<file path="src/hdl/dsc_pkg.sv">
// shared types, constants and helper functions for the day serial to civil date unit
`default_nettype none

package dsc_pkg;

  // calendar constants, day 0 of the rebased count is 0000-01-01
  localparam int EPOCH_OFFSET  = 693961;
  localparam int DAYS_400Y     = 146097;
  localparam int DAYS_100Y     = 36524;
  localparam int DAYS_4Y       = 1461;
  localparam int DAYS_YEAR     = 365;
  localparam int LAST_DAY      = 2958463;

  // time of day constants
  localparam int MS_PER_DAY    = 86400000;
  localparam int MS_PER_HOUR   = 3600000;
  localparam int MS_PER_MINUTE = 60000;
  localparam int MS_PER_SECOND = 1000;

  typedef struct packed {
    logic [21:0] day_number;
    logic [26:0] ms_of_day;
  } dsc_in_t;

  typedef struct packed {
    logic [13:0] year;
    logic [3:0]  month;
    logic [4:0]  day_of_month;
    logic [4:0]  hour;
    logic [5:0]  minute;
    logic [5:0]  second;
    logic [9:0]  millisecond;
    logic        leap_year;
    logic [2:0]  weekday;
    logic        out_of_range;
  } dsc_out_t;

  typedef struct packed {
    logic [13:0] year;
    logic [3:0]  month;
    logic [4:0]  day_of_month;
    logic        leap_year;
  } date_t;

  typedef struct packed {
    logic [4:0]  hour;
    logic [5:0]  minute;
    logic [5:0]  second;
    logic [9:0]  millisecond;
  } tod_t;

  // one-based position of the top set bit in a thermometer code, 0 when empty
  function automatic logic [6:0] therm_idx(input logic [63:0] t);
    logic [64:0] te;
    logic [6:0]  q;
    te = {1'b0, t};
    q  = '0;
    for (int k = 0; k < 64; k++) begin
      if (te[k] && !te[k+1]) q = q | 7'(k + 1);
    end
    return q;
  endfunction

  // first day of year of month index (0 is january), shifted by leap day
  function automatic logic [8:0] month_start(input logic [3:0] idx, input logic leap);
    logic [8:0] s;
    case (idx)
      4'd0:    s = 9'd0;
      4'd1:    s = 9'd31;
      4'd2:    s = 9'd59;
      4'd3:    s = 9'd90;
      4'd4:    s = 9'd120;
      4'd5:    s = 9'd151;
      4'd6:    s = 9'd181;
      4'd7:    s = 9'd212;
      4'd8:    s = 9'd243;
      4'd9:    s = 9'd273;
      4'd10:   s = 9'd304;
      4'd11:   s = 9'd334;
      default: s = 9'd0;
    endcase
    if (leap && (idx >= 4'd2)) s = s + 9'd1;
    return s;
  endfunction

endpackage

`default_nettype wire

</file>
<file path="src/hdl/dsc_date_path.sv">
// date pipeline: rebased day count to year, month, day of month and leap flag
`default_nettype none

module dsc_date_path (
  input  wire logic          clk,
  input  wire logic          en,
  input  wire logic [21:0]   day_rebased,
  output dsc_pkg::date_t     date
);
  import dsc_pkg::*;

  // 400-year split: compare bank, then subtract
  logic [23:0] t400_nxt, t400_r;
  logic [21:0] d2_r;
  logic [4:0]  q400;
  logic [17:0] r3_nxt, r3_r;
  logic [13:0] yr3_nxt, yr3_r;

  // century split
  logic [2:0]  tc_nxt, tc_r;
  logic [17:0] r4_r;
  logic [13:0] yr4_r;
  logic [1:0]  cent;
  logic [15:0] f5_nxt, f5_r;
  logic        cnz5_r;
  logic [13:0] yr5_nxt, yr5_r;

  // 4-year split
  logic [23:0] t4_nxt, t4_r;
  logic [15:0] f6_r;
  logic        cnz6_r;
  logic [13:0] yr6_r;
  logic [4:0]  q4;
  logic        short_span;
  logic [10:0] rem7_nxt, rem7_r;
  logic        lspan7_r;
  logic [13:0] yr7_nxt, yr7_r;

  // single-year split
  logic [2:0]  ty_nxt, ty_r;
  logic [10:0] rem8_r;
  logic        lspan8_r;
  logic [13:0] yr8_r;
  logic [1:0]  yoff;
  logic [8:0]  doy9_nxt, doy9_r;
  logic        leap9_r;
  logic [13:0] yr9_nxt, yr9_r;

  // month walk
  logic [10:0] tm_nxt, tm_r;
  logic [8:0]  doy10_r;
  logic        leap10_r;
  logic [13:0] yr10_r;
  logic [3:0]  mi;
  date_t       date_nxt, date_r;

  always_comb begin
    for (int k = 1; k <= 24; k++) begin
      t400_nxt[k-1] = (day_rebased >= 22'(k * DAYS_400Y));
    end
  end

  assign q400    = 5'(therm_idx(64'(t400_r)));
  assign r3_nxt  = 18'(d2_r - 22'(q400 * DAYS_400Y));
  assign yr3_nxt = 14'(q400 * 400);

  // first century of a cycle is one day longer
  always_comb begin
    for (int k = 1; k <= 3; k++) begin
      tc_nxt[k-1] = (r3_r >= 18'(k * DAYS_100Y + 1));
    end
  end

  // day within century plus one when the century lacks its leading leap day
  assign cent    = 2'(therm_idx(64'(tc_r)));
  assign f5_nxt  = 16'(r4_r - 18'(cent * DAYS_100Y));
  assign yr5_nxt = yr4_r + 14'(cent * 100);

  always_comb begin
    for (int k = 1; k <= 24; k++) begin
      t4_nxt[k-1] = (f5_r >= 16'(k * DAYS_4Y));
    end
  end

  // leading 4-year span of a non-leading century has no leap year
  assign q4         = 5'(therm_idx(64'(t4_r)));
  assign short_span = cnz6_r && (q4 == 5'd0);
  assign rem7_nxt   = short_span ? 11'(f6_r - 16'd1) : 11'(f6_r - 16'(q4 * DAYS_4Y));
  assign yr7_nxt    = yr6_r + 14'(q4 * 4);

  always_comb begin
    for (int k = 1; k <= 3; k++) begin
      ty_nxt[k-1] = (rem7_r >= 11'(k * DAYS_YEAR + (lspan7_r ? 1 : 0)));
    end
  end

  assign yoff     = 2'(therm_idx(64'(ty_r)));
  assign doy9_nxt = 9'(rem8_r - 11'(yoff * DAYS_YEAR)
                       - ((lspan8_r && (yoff != 2'd0)) ? 11'd1 : 11'd0));
  assign yr9_nxt  = yr8_r + 14'(yoff);

  always_comb begin
    for (int m = 1; m <= 11; m++) begin
      tm_nxt[m-1] = (doy9_r >= month_start(4'(m), leap9_r));
    end
  end

  assign mi = 4'(therm_idx(64'(tm_r)));

  always_comb begin
    date_nxt              = '0;
    date_nxt.year         = yr10_r;
    date_nxt.month        = mi + 4'd1;
    date_nxt.day_of_month = 5'(doy10_r - month_start(mi, leap10_r) + 9'd1);
    date_nxt.leap_year    = leap10_r;
  end

  always_ff @(posedge clk) begin
    if (en) begin
      t400_r   <= t400_nxt;
      d2_r     <= day_rebased;
      r3_r     <= r3_nxt;
      yr3_r    <= yr3_nxt;
      tc_r     <= tc_nxt;
      r4_r     <= r3_r;
      yr4_r    <= yr3_r;
      f5_r     <= f5_nxt;
      cnz5_r   <= (cent != 2'd0);
      yr5_r    <= yr5_nxt;
      t4_r     <= t4_nxt;
      f6_r     <= f5_r;
      cnz6_r   <= cnz5_r;
      yr6_r    <= yr5_r;
      rem7_r   <= rem7_nxt;
      lspan7_r <= !short_span;
      yr7_r    <= yr7_nxt;
      ty_r     <= ty_nxt;
      rem8_r   <= rem7_r;
      lspan8_r <= lspan7_r;
      yr8_r    <= yr7_r;
      doy9_r   <= doy9_nxt;
      leap9_r  <= lspan8_r && (yoff == 2'd0);
      yr9_r    <= yr9_nxt;
      tm_r     <= tm_nxt;
      doy10_r  <= doy9_r;
      leap10_r <= leap9_r;
      yr10_r   <= yr9_r;
      date_r   <= date_nxt;
    end
  end

  assign date = date_r;

endmodule

`default_nettype wire

</file>
<file path="src/hdl/dsc_time_path.sv">
// time-of-day pipeline: milliseconds since midnight to hour, minute, second, millisecond
`default_nettype none

module dsc_time_path (
  input  wire logic          clk,
  input  wire logic          en,
  input  wire logic [26:0]   ms,
  output dsc_pkg::tod_t      tod
);
  import dsc_pkg::*;

  // delay that lines the result up with the date pipeline
  localparam int PAD = 5;

  logic [22:0] th_nxt, th_r;
  logic [26:0] ms2_r;
  logic [4:0]  hour;
  logic [21:0] hrem3_nxt, hrem3_r;
  logic [4:0]  hour3_r;

  logic [58:0] tmin_nxt, tmin_r;
  logic [21:0] hrem4_r;
  logic [4:0]  hour4_r;
  logic [5:0]  minute;
  logic [15:0] mrem5_nxt, mrem5_r;
  logic [5:0]  min5_r;
  logic [4:0]  hour5_r;

  logic [58:0] tsec_nxt, tsec_r;
  logic [15:0] mrem6_r;
  logic [5:0]  min6_r;
  logic [4:0]  hour6_r;
  logic [5:0]  second;
  tod_t        tod7_nxt;
  tod_t        dly_r [PAD];

  always_comb begin
    for (int k = 1; k <= 23; k++) begin
      th_nxt[k-1] = (ms >= 27'(k * MS_PER_HOUR));
    end
  end

  assign hour      = 5'(therm_idx(64'(th_r)));
  assign hrem3_nxt = 22'(ms2_r - 27'(hour * MS_PER_HOUR));

  always_comb begin
    for (int k = 1; k <= 59; k++) begin
      tmin_nxt[k-1] = (hrem3_r >= 22'(k * MS_PER_MINUTE));
    end
  end

  assign minute    = 6'(therm_idx(64'(tmin_r)));
  assign mrem5_nxt = 16'(hrem4_r - 22'(minute * MS_PER_MINUTE));

  always_comb begin
    for (int k = 1; k <= 59; k++) begin
      tsec_nxt[k-1] = (mrem5_r >= 16'(k * MS_PER_SECOND));
    end
  end

  assign second = 6'(therm_idx(64'(tsec_r)));

  always_comb begin
    tod7_nxt             = '0;
    tod7_nxt.hour        = hour6_r;
    tod7_nxt.minute      = min6_r;
    tod7_nxt.second      = second;
    tod7_nxt.millisecond = 10'(mrem6_r - 16'(second * MS_PER_SECOND));
  end

  always_ff @(posedge clk) begin
    if (en) begin
      th_r    <= th_nxt;
      ms2_r   <= ms;
      hrem3_r <= hrem3_nxt;
      hour3_r <= hour;
      tmin_r  <= tmin_nxt;
      hrem4_r <= hrem3_r;
      hour4_r <= hour3_r;
      mrem5_r <= mrem5_nxt;
      min5_r  <= minute;
      hour5_r <= hour4_r;
      tsec_r  <= tsec_nxt;
      mrem6_r <= mrem5_r;
      min6_r  <= min5_r;
      hour6_r <= hour5_r;
      dly_r[0] <= tod7_nxt;
      for (int i = 1; i < PAD; i++) begin
        dly_r[i] <= dly_r[i-1];
      end
    end
  end

  assign tod = dly_r[PAD-1];

endmodule

`default_nettype wire

</file>
<file path="src/hdl/dsc_weekday.sv">
// day of week pipeline: (day serial + 1) mod 7 by folding octal digits
`default_nettype none

module dsc_weekday (
  input  wire logic          clk,
  input  wire logic          en,
  input  wire logic [21:0]   day_plus1,
  output logic [2:0]         weekday
);
  import dsc_pkg::*;

  // delay that lines the result up with the date pipeline
  localparam int PAD = 9;

  logic [23:0] dz;
  logic [5:0]  wsum_nxt, wsum_r;
  logic [3:0]  fold;
  logic [2:0]  wd_nxt;
  logic [2:0]  dly_r [PAD];

  // 8 = 1 mod 7, so octal digits sum to the same residue
  always_comb begin
    dz       = {2'b00, day_plus1};
    wsum_nxt = '0;
    for (int g = 0; g < 8; g++) begin
      wsum_nxt = wsum_nxt + 6'(dz[3*g +: 3]);
    end
  end

  assign fold   = 4'(wsum_r[5:3]) + 4'(wsum_r[2:0]);
  assign wd_nxt = (fold >= 4'd14) ? 3'(fold - 4'd14) :
                  (fold >= 4'd7)  ? 3'(fold - 4'd7)  : 3'(fold);

  always_ff @(posedge clk) begin
    if (en) begin
      wsum_r   <= wsum_nxt;
      dly_r[0] <= wd_nxt;
      for (int i = 1; i < PAD; i++) begin
        dly_r[i] <= dly_r[i-1];
      end
    end
  end

  assign weekday = dly_r[PAD-1];

endmodule

`default_nettype wire

</file>
<file path="src/hdl/day_serial_to_civil_date_unit.sv">
// top level of the day serial to civil date and time-of-day converter
//
//  channel | ports                          | payload
//  --------+--------------------------------+-------------------------------------------
//  input   | in_valid, in_ready, in_item    | dsc_in_t: day_number, ms_of_day
//  result  | out_valid, out_ready, out_item | dsc_out_t: date, time, leap, weekday, range
//
// one transaction enters and one result leaves per cycle unless out_ready stalls them
// the path is an entry stage, ten conversion stages, then the output register
// every stage is one bank of constant compares or one small subtract, so nothing iterates
// a stall on the result side freezes all stages at once; nothing is dropped or repeated
// rst_n is synchronous and clears only the valid bits; data registers are not reset
`default_nettype none

module day_serial_to_civil_date_unit (
  input  wire logic               clk,
  input  wire logic               rst_n,
  input  wire logic               in_valid,
  output logic                    in_ready,
  input  wire dsc_pkg::dsc_in_t   in_item,
  output logic                    out_valid,
  input  wire logic               out_ready,
  output dsc_pkg::dsc_out_t       out_item
);
  import dsc_pkg::*;

  // entry stage plus ten conversion stages
  localparam int DEPTH = 11;

  logic             en;
  logic             oor;
  logic [21:0]      day_z;
  logic [26:0]      ms_z;

  // entry stage registers
  logic [21:0]      d1_r;
  logic [21:0]      wd1_r;
  logic [26:0]      ms1_r;

  // valid and range flags ride along with the data
  logic [DEPTH-1:0] vld_r;
  logic [DEPTH-1:0] oor_r;

  date_t            date;
  tod_t             tod;
  logic [2:0]       weekday;

  dsc_out_t         out_nxt;
  dsc_out_t         out_item_r;
  logic             out_valid_r;

  // whole pipeline moves when the output register is free or being drained
  assign en       = !out_valid_r || out_ready;
  assign in_ready = en;

  // out of range inputs are replaced by zero so the arithmetic stays in bounds
  assign oor   = (in_item.day_number > 22'(LAST_DAY)) ||
                 (in_item.ms_of_day >= 27'(MS_PER_DAY));
  assign day_z = oor ? '0 : in_item.day_number;
  assign ms_z  = oor ? '0 : in_item.ms_of_day;

  always_ff @(posedge clk) begin
    if (!rst_n) begin
      vld_r <= '0;
    end else if (en) begin
      vld_r <= {vld_r[DEPTH-2:0], in_valid};
    end
  end

  always_ff @(posedge clk) begin
    if (en) begin
      oor_r <= {oor_r[DEPTH-2:0], oor};
      d1_r  <= 22'(day_z + 22'(EPOCH_OFFSET));
      wd1_r <= day_z + 22'd1;
      ms1_r <= ms_z;
    end
  end

  dsc_date_path u_date (
    .clk         (clk),
    .en          (en),
    .day_rebased (d1_r),
    .date        (date)
  );

  dsc_time_path u_time (
    .clk (clk),
    .en  (en),
    .ms  (ms1_r),
    .tod (tod)
  );

  dsc_weekday u_wday (
    .clk       (clk),
    .en        (en),
    .day_plus1 (wd1_r),
    .weekday   (weekday)
  );

  // out of range results show zero in every field but the flag
  always_comb begin
    out_nxt = '0;
    if (oor_r[DEPTH-1]) begin
      out_nxt.out_of_range = 1'b1;
    end else begin
      out_nxt.year         = date.year;
      out_nxt.month        = date.month;
      out_nxt.day_of_month = date.day_of_month;
      out_nxt.leap_year    = date.leap_year;
      out_nxt.hour         = tod.hour;
      out_nxt.minute       = tod.minute;
      out_nxt.second       = tod.second;
      out_nxt.millisecond  = tod.millisecond;
      out_nxt.weekday      = weekday;
    end
  end

  always_ff @(posedge clk) begin
    if (!rst_n) begin
      out_valid_r <= 1'b0;
    end else if (en) begin
      out_valid_r <= vld_r[DEPTH-1];
    end
  end

  always_ff @(posedge clk) begin
    if (en) begin
      out_item_r <= out_nxt;
    end
  end

  assign out_valid = out_valid_r;
  assign out_item  = out_item_r;

  // flagged results carry zero in the year, month, day of month and leap fields
  a_oor_zero: assert property (@(posedge clk) disable iff (!rst_n)
    out_valid && out_item.out_of_range |->
      out_item.year == 14'd0 && out_item.month == 4'd0 &&
      out_item.day_of_month == 5'd0 && out_item.leap_year == 1'b0)
    else $error("out of range result carries date fields");

  // month lies in 1 to 12, day of month is at least 1 and at most 29 in february, and the year is at least 1900
  a_date_span: assert property (@(posedge clk) disable iff (!rst_n)
    out_valid && !out_item.out_of_range |->
      out_item.month >= 4'd1 && out_item.month <= 4'd12 &&
      out_item.day_of_month >= 5'd1 && out_item.year >= 14'd1900 &&
      (out_item.month != 4'd2 || out_item.day_of_month <= 5'd29))
    else $error("date fields out of span");

  // leap flag only on years divisible by four
  a_leap_year: assert property (@(posedge clk) disable iff (!rst_n)
    out_valid && out_item.leap_year |-> out_item.year[1:0] == 2'd0)
    else $error("leap flag on a year not divisible by four");

  // time fields and weekday stay within their spans
  a_tod_span: assert property (@(posedge clk) disable iff (!rst_n)
    out_valid |->
      out_item.hour <= 5'd23 && out_item.minute <= 6'd59 &&
      out_item.second <= 6'd59 && out_item.millisecond <= 10'd999 &&
      out_item.weekday <= 3'd6)
    else $error("time of day or weekday out of span");

endmodule

`default_nettype wire
</file>
<file path="config.mk">
export PLATFORM = sky130hd
export DESIGN_NAME = day_serial_to_civil_date_unit
export DESIGN_NICKNAME = d
export VERILOG_FILES = /design/src/hdl/dsc_pkg.sv /design/src/hdl/dsc_date_path.sv /design/src/hdl/dsc_time_path.sv /design/src/hdl/dsc_weekday.sv /design/src/hdl/day_serial_to_civil_date_unit.sv
export SDC_FILE = /design/constraint.sdc
export NUM_CORES = 2
export LEC_CHECK = 0
export BUFFER_PORTS_ARGS = -buffer_cell sky130_fd_sc_hd__buf_2
export CORE_AREA = 2 2 316 318
export DETAILED_ROUTE_END_ITERATION = 6
export DIE_AREA = 0 0 318 320
export PLACE_DENSITY = 0.61
export SLEW_MARGIN = 20
export SYNTH_ARGS = -nofsm -noshare
export SYNTH_HDL_FRONTEND = slang
export SYNTH_SLANG_ARGS = --single-unit
</file>
<file path="constraint.sdc">
create_clock -name clk -period 39.8 [get_ports clk]
set_input_delay 5.97 -clock clk [delete_from_list [all_inputs] [get_ports clk]]
set_output_delay 5.97 -clock clk [all_outputs]
set_load 0.01 [all_outputs]
</file>
; Yosys cells after proc, flatten, opt, wreduce, memory -nomap -nowiden
; Memory sizes are Yosys's and may differ from the RTL's. A register that Yosys moved wholly into a read port is not among the register bits.
; Index checks and enable logic that the tools add are counted.
[word_totals]
register_bits = 696
latch_bits = 0
ram_bits = 162
romBits = 144
out_inout_bits = 57
wordCells = 951
memories = 3
[classes]
add_sub_neg = 31
multipliers = 9
n_div = 0
n_lt_le_gt_ge = 211
n_eq_ne = 1
shifts = 0
mux = 230
bitwise = 0
reduce_logical = 408
[memory_table]
columns = memory, words, word_bits, rd, rd_ports_with_merged_regs, wr, line_no
row1 = (no name shown), 16, 9, 1, 0, 0, dsc_pkg.sv:67  ; case (idx)
row2 = u_time.dly_r, 5, 27, 5, 1, 5, dsc_time_path.sv:35  ; tod_t dly_r [PAD];
row3 = u_wday.dly_r, 9, 3, 9, 1, 9, dsc_weekday.sv:19  ; logic [2:0] dly_r [PAD];
[ops]
columns = operator, count
row1 = "22-bit greater-or-equal comparator, second input constant", 35
row2 = "22-bit by 21-bit greater-or-equal comparator with 1-bit output, second input constant", 24
row3 = "16-bit greater-or-equal comparator, second input constant", 29
row4 = "16-bit by 15-bit greater-or-equal comparator with 1-bit output, second input constant", 27
row5 = 6-bit 2-to-1 mux, 56
row6 = 5-bit 2-to-1 mux, 59
row7 = "22-bit by 20-bit greater-or-equal comparator with 1-bit output, second input constant", 13
row8 = "27-bit by 26-bit greater-or-equal comparator with 1-bit output, second input constant", 9
row9 = "16-bit by 14-bit greater-or-equal comparator with 1-bit output, second input constant", 14
row10 = 1-bit logical AND, 202
row11 = 1-bit zero test, 200
row12 = 4-bit 2-to-1 mux, 45
row13 = "27-bit greater-or-equal comparator, second input constant", 6
row14 = "27-bit by 25-bit greater-or-equal comparator with 1-bit output, second input constant", 5
row15 = "22-bit by 19-bit greater-or-equal comparator with 1-bit output, second input constant", 6
row16 = "16-bit by 13-bit greater-or-equal comparator with 1-bit output, second input constant", 7
row17 = 3-bit 2-to-1 mux, 28
row18 = "22-bit by 18-bit greater-or-equal comparator with 1-bit output, second input constant", 3
row19 = "27-bit by 24-bit greater-or-equal comparator with 1-bit output, second input constant", 2
row20 = "16-bit by 12-bit greater-or-equal comparator with 1-bit output, second input constant", 3
row21 = "18-bit by 17-bit greater-or-equal comparator with 1-bit output, second input constant", 2
row22 = 9-bit by 8-bit greater-or-equal comparator with 1-bit output, 4
row23 = 2-bit 2-to-1 mux, 18
row24 = 11-bit greater-or-equal comparator, 3
row25 = other kinds (53), 90

; Longest topological paths before layout
[depth]
ltp_word = 63
depth_mapped = 26
ltp_nobuf = 26

; Modules after synthesis
; From an unflattened synthesis, not the netlist that was laid out.
[hier_totals]
hier_cells = 4259
area_unflattened_um2 = 47615.7
[modules_own_cells]
columns = mod, instances, cells_per_inst, area_per_inst_um2, seq_area_each_um2
row1 = dsc_time_path, 1, 2018, 21485.6, 11831.3
row2 = dsc_date_path, 1, 1644, 18136.1, 9128.8
row3 = day_serial_to_civil_date_unit, 1, 477, 6223.5, 4264.1
row4 = dsc_weekday, 1, 120, 1770.4, 991.0

; Worst setup path after synthesis
; No wires, ideal clock.
[synth_path]
kind = input port to output port
from = input port out_ready
to = output port in_ready
t_arrival_ps = 29692
required_time_ps = 33830
slack_ps = 4138
path_stages = 3
cell_sequence = nor2b_1 -> inv_1 -> clkbuf_1
[synth_via]
elab_chain_len = 1
[synth_rtl]
columns = item, line_no
row1 = from (decl), day_serial_to_civil_date_unit.sv:22  ; input wire logic out_ready,
row2 = 1-bit logical OR, day_serial_to_civil_date_unit.sv:53  ; assign en = !out_valid_r || out_ready;
row3 = to (decl), day_serial_to_civil_date_unit.sv:19  ; output logic in_ready,
; Every way passes these cells.

; Worst setup path after layout
; Ends and elaborated chain as after synthesis.

==> impl_results.md <==
* Outcome: finished clean
* Classification of the worst setup path: in2out
* Post-Syn Area per Cell at 11.3 um^2
* Worst hold start: u_wday.dly_r[4][0]
* Most frequent cells in the layout: 865 x edfxtp_1, 365 x inv_1, 328 x nand2_1
* DR iter-0 viols at between 2000 and 3000
* I/O Buffers at 109
* Chip width at approximately 320 um
* LEAKAGE at 20.2 nW
* Vias per cell at 5.55
* # hold bufs at CTS at 0
* Worst Max-Slew Pin Slew at roughly 1.0 ns
* GP Congestion at roughly 0.93
* P&R area growth vs syn at 10.4%
* Final ANT Viol Nets at 0
* Mapped Area at 46900 um^2
* CP max-delay cell: nor2b_2
* Nets@finish at 4578
* R2R depth at 21
* Hold Path Sink: u_wday.dly_r[5][0]
* Fraction of layout cells with a size suffix above 1 at approximately 7.6%
* CTS tree: done
* Hold Path Depth at 0
* IO Pins at 110
* FF-to-FF End: u_time.hrem3_r[21]
* Largest net degree at the start of global routing at 197
* # diodes at 0
* Predominant post-synthesis flop cell: edfxtp_1
* Avg WL per Cell at roughly 18 um
* Worst setup SP type: input pin
* Die area at 102000 um^2
* First-pass GRT wire length at ~160000 um
* DR pass1 iterations at 6
* WP data required at roughly 34 ns
* Critical path endpoint category: output pin
* RSZ-0062 raised after global routing: false
* PwrDens at 87.8 nW/um^2
* Post-layout min period at 13.28 ns
* Final core occ at a little over half
* Final total power at 4.54 mW
* Cells after Synth at 4155
* Clk root buf: clkbuf_16
* Initial antenna violation count at 0
* Fin area at 51700 um^2
* Post-cts sizing count at 0
* Clock-pin slew on the worst setup and hold paths at about 0.060 ns
* Worst r2r src: u_time.th_r[10]
* Syn nets at 4537
* Skew final at roughly 0.039 ns
* Max-cap violation count at 0
* # clock sinks at 877
* Post-CTS setup buffer count at 0
* Die height at 320 um
* H-tree levels at 3
* Clock buffer depth at 3
* Post-synthesis register bit count at 877
* CTS Buf Count at 93
* Max rail drop VDD at about 0.072 mV
* Worst skew pair latency at 0.68 ns
* Sequential cell area fraction in the yosys report at 55.9%
* FMAX at 75.3 MHz
* Storage element area at 26200 um^2
* Core Area at 98000 um^2
* Initial core utilization at between 40% and 50%
* Via count at 30872
* Min-Delay Path Class: reg2reg
* FP Rows at ~120
* Setup tns final at 0 ns
* Final setup viols at 0
* Residual DRC count at 0
* Overall routing resource usage at 19.5%
* Post-Route WL at between 100000 and 150000 um
* Worst-path fanout max at between 90 and 100
* Max-slew violation count at 0
* Placed inst area at about 49000 um^2
* Crit-path cells: buf_2 -> nor2b_2 -> inv_8 -> buf_2
* Rel. slew slack at 32.5%
* CP arrival at 7.31 ns
* Syn. warnings at 0
* Synth cell types at a little under 80
* Async S/R FF share, synth at 0%
* Fill cells at 8442
* Post-DP HPWL at between 70000 and 80000 um
* Fin. Hold Viols at 0
* Setup slack after layout at around 27 ns
* Number of global-route vias before repair at roughly 30000
* Grt total ovfl at 0
* Commonest non-fill, non-tap cell in the layout: edfxtp_1
* Reg2Reg Setup Slack at 33.85 ns
* Multi-input gate area at 18600 um^2
* Critical Path Most Common Cell: buf_2
* Crit share post-route at about 33%
* Number of flops mapped to enable cells by yosys at 865
* Place WS at 26.03 ns
* Critical path's largest stage delay at 0.51 ns
## state kept, by name (all words and copies together) (netlist names), 14 cells and up
register / cells
u_time.mrem5_r: 16
out_item: 55
u_date.t400_r: 24
u_date.t4_r: 24
u_date.d2_r: 18
u_time.th_r: 23
ms1_r: 27
u_wday.dly_r: 27
u_time.tsec_r: 59
u_time.hrem3_r: 22
u_time.tmin_r: 59
u_time.hrem4_r: 16
u_time.ms2_r: 22
u_date.date: 24
u_date.r3_r: 18
u_date.yr10_r: 14
u_date.yr9_r: 14
u_time.dly_r: 135
u_date.f5_r: 16
u_date.r4_r: 16
wd1_r: 19
d1_r: 22
## worst max-delay path: cells and delay by family
kind / cells / cell delay [ns]
simple gates: 1 / 0.51
buf+inv: 3 / 0.80
## how the worst max path moves through the flow
stage,from,slack [ns],cells after the start,end
2_1_floorplan,out_ready,4.14,3,in_ready
3_3_place_gp,out_ready,26.06,4,in_ready
3_5_place_dp,out_ready,26.03,4,in_ready
4_1_cts,out_ready,26.03,4,in_ready
5_1_grt,out_ready,26.40,4,in_ready
6_report,out_ready,26.52,4,in_ready
## cells in the mapped netlist, types with 8 or more instances
library cell    n  share of area [%]
ha_1          248                6.6
nand3_1       112                1.2
a31oi_1        60               0.80
nor4b_1        15               0.28
o211ai_1       19               0.30
and3_1         21               0.28
fa_1           81                3.5
inv_1         366                2.9
or4_1          12               0.19
o31a_1          8               0.15
buf_1          17               0.14
xnor2_1       130                2.4
and2_1         43               0.57
a2111oi_0      14               0.26
a21o_1         59               0.94
o2111ai_1      14               0.26
nor3_1         90               0.96
nor2b_1       161                2.1
nand4b_1        8               0.15
a21boi_0       37               0.59
o21bai_1       35               0.56
a211oi_1       20               0.32
nor3b_1        12               0.19
a21oi_1       242                2.6
or3_1          16               0.21
nor4_1         38               0.51
nand4_1        39               0.52
xor2_1         58                1.1
o21ai_0       243                2.6
o21a_1         24               0.38
nor2_1        292                2.3
o31ai_1        27               0.43
clkbuf_1      168                1.3
nand2_1       328                2.6
or2_2          22               0.29
dfxtp_1        12               0.51
edfxtp_1      865                 55
a31o_2         12               0.22
nand2b_1       69               0.92
o41ai_1        16               0.30
## layout make-up
cell class                 instances  share of cell area [%]
sequential                       877                    50.7
tap                             1287                    3.11
inverter                         368                    2.68
clock buffer                     110                    4.66
multi-input combinational       2721                    35.9
clock inverter                    62                    1.48
timing repair buffer             135                    1.50
## cells by family (layout without fill, tap and decap cells)
group | count (synthesis) | after routing | synth area share (%)
muxes | 6 | 6 | 0.136
DFF | 877 | 877 | 55.9
buffers and inverters | 557 | 675 | 4.48
adders and majority gates | 329 | 329 | 10.1
and+or+nand+nor | 1301 | 1301 | 13.8
AOI/OAI and AO/OA | 897 | 897 | 12.0
xor gates and xnor gates | 188 | 188 | 3.51
## report_power, final
part           internal [mW]  switching [mW]
clock network          0.522           0.361
logic                  0.869            1.12
registers               1.46           0.215
## routing by layer
metal,vias to the layer above,part of all wire (%),global-route usage [%]
li1,15073,-,-
met1,14467,43,25.6
met2,1067,47,32.2
met3,265,5.8,3.07
met4,0,3.8,8.39
met5,-,0,0
## metrics by stage
stage          hold WS [ns]  cells
2_1_floorplan         0.400   4155
3_3_place_gp          0.400   5388
3_5_place_dp          0.405   5388
4_1_cts               0.397   5560
5_1_grt               0.401   5560
6_report              0.408   5560
Power figures use the tool's default switching activity.
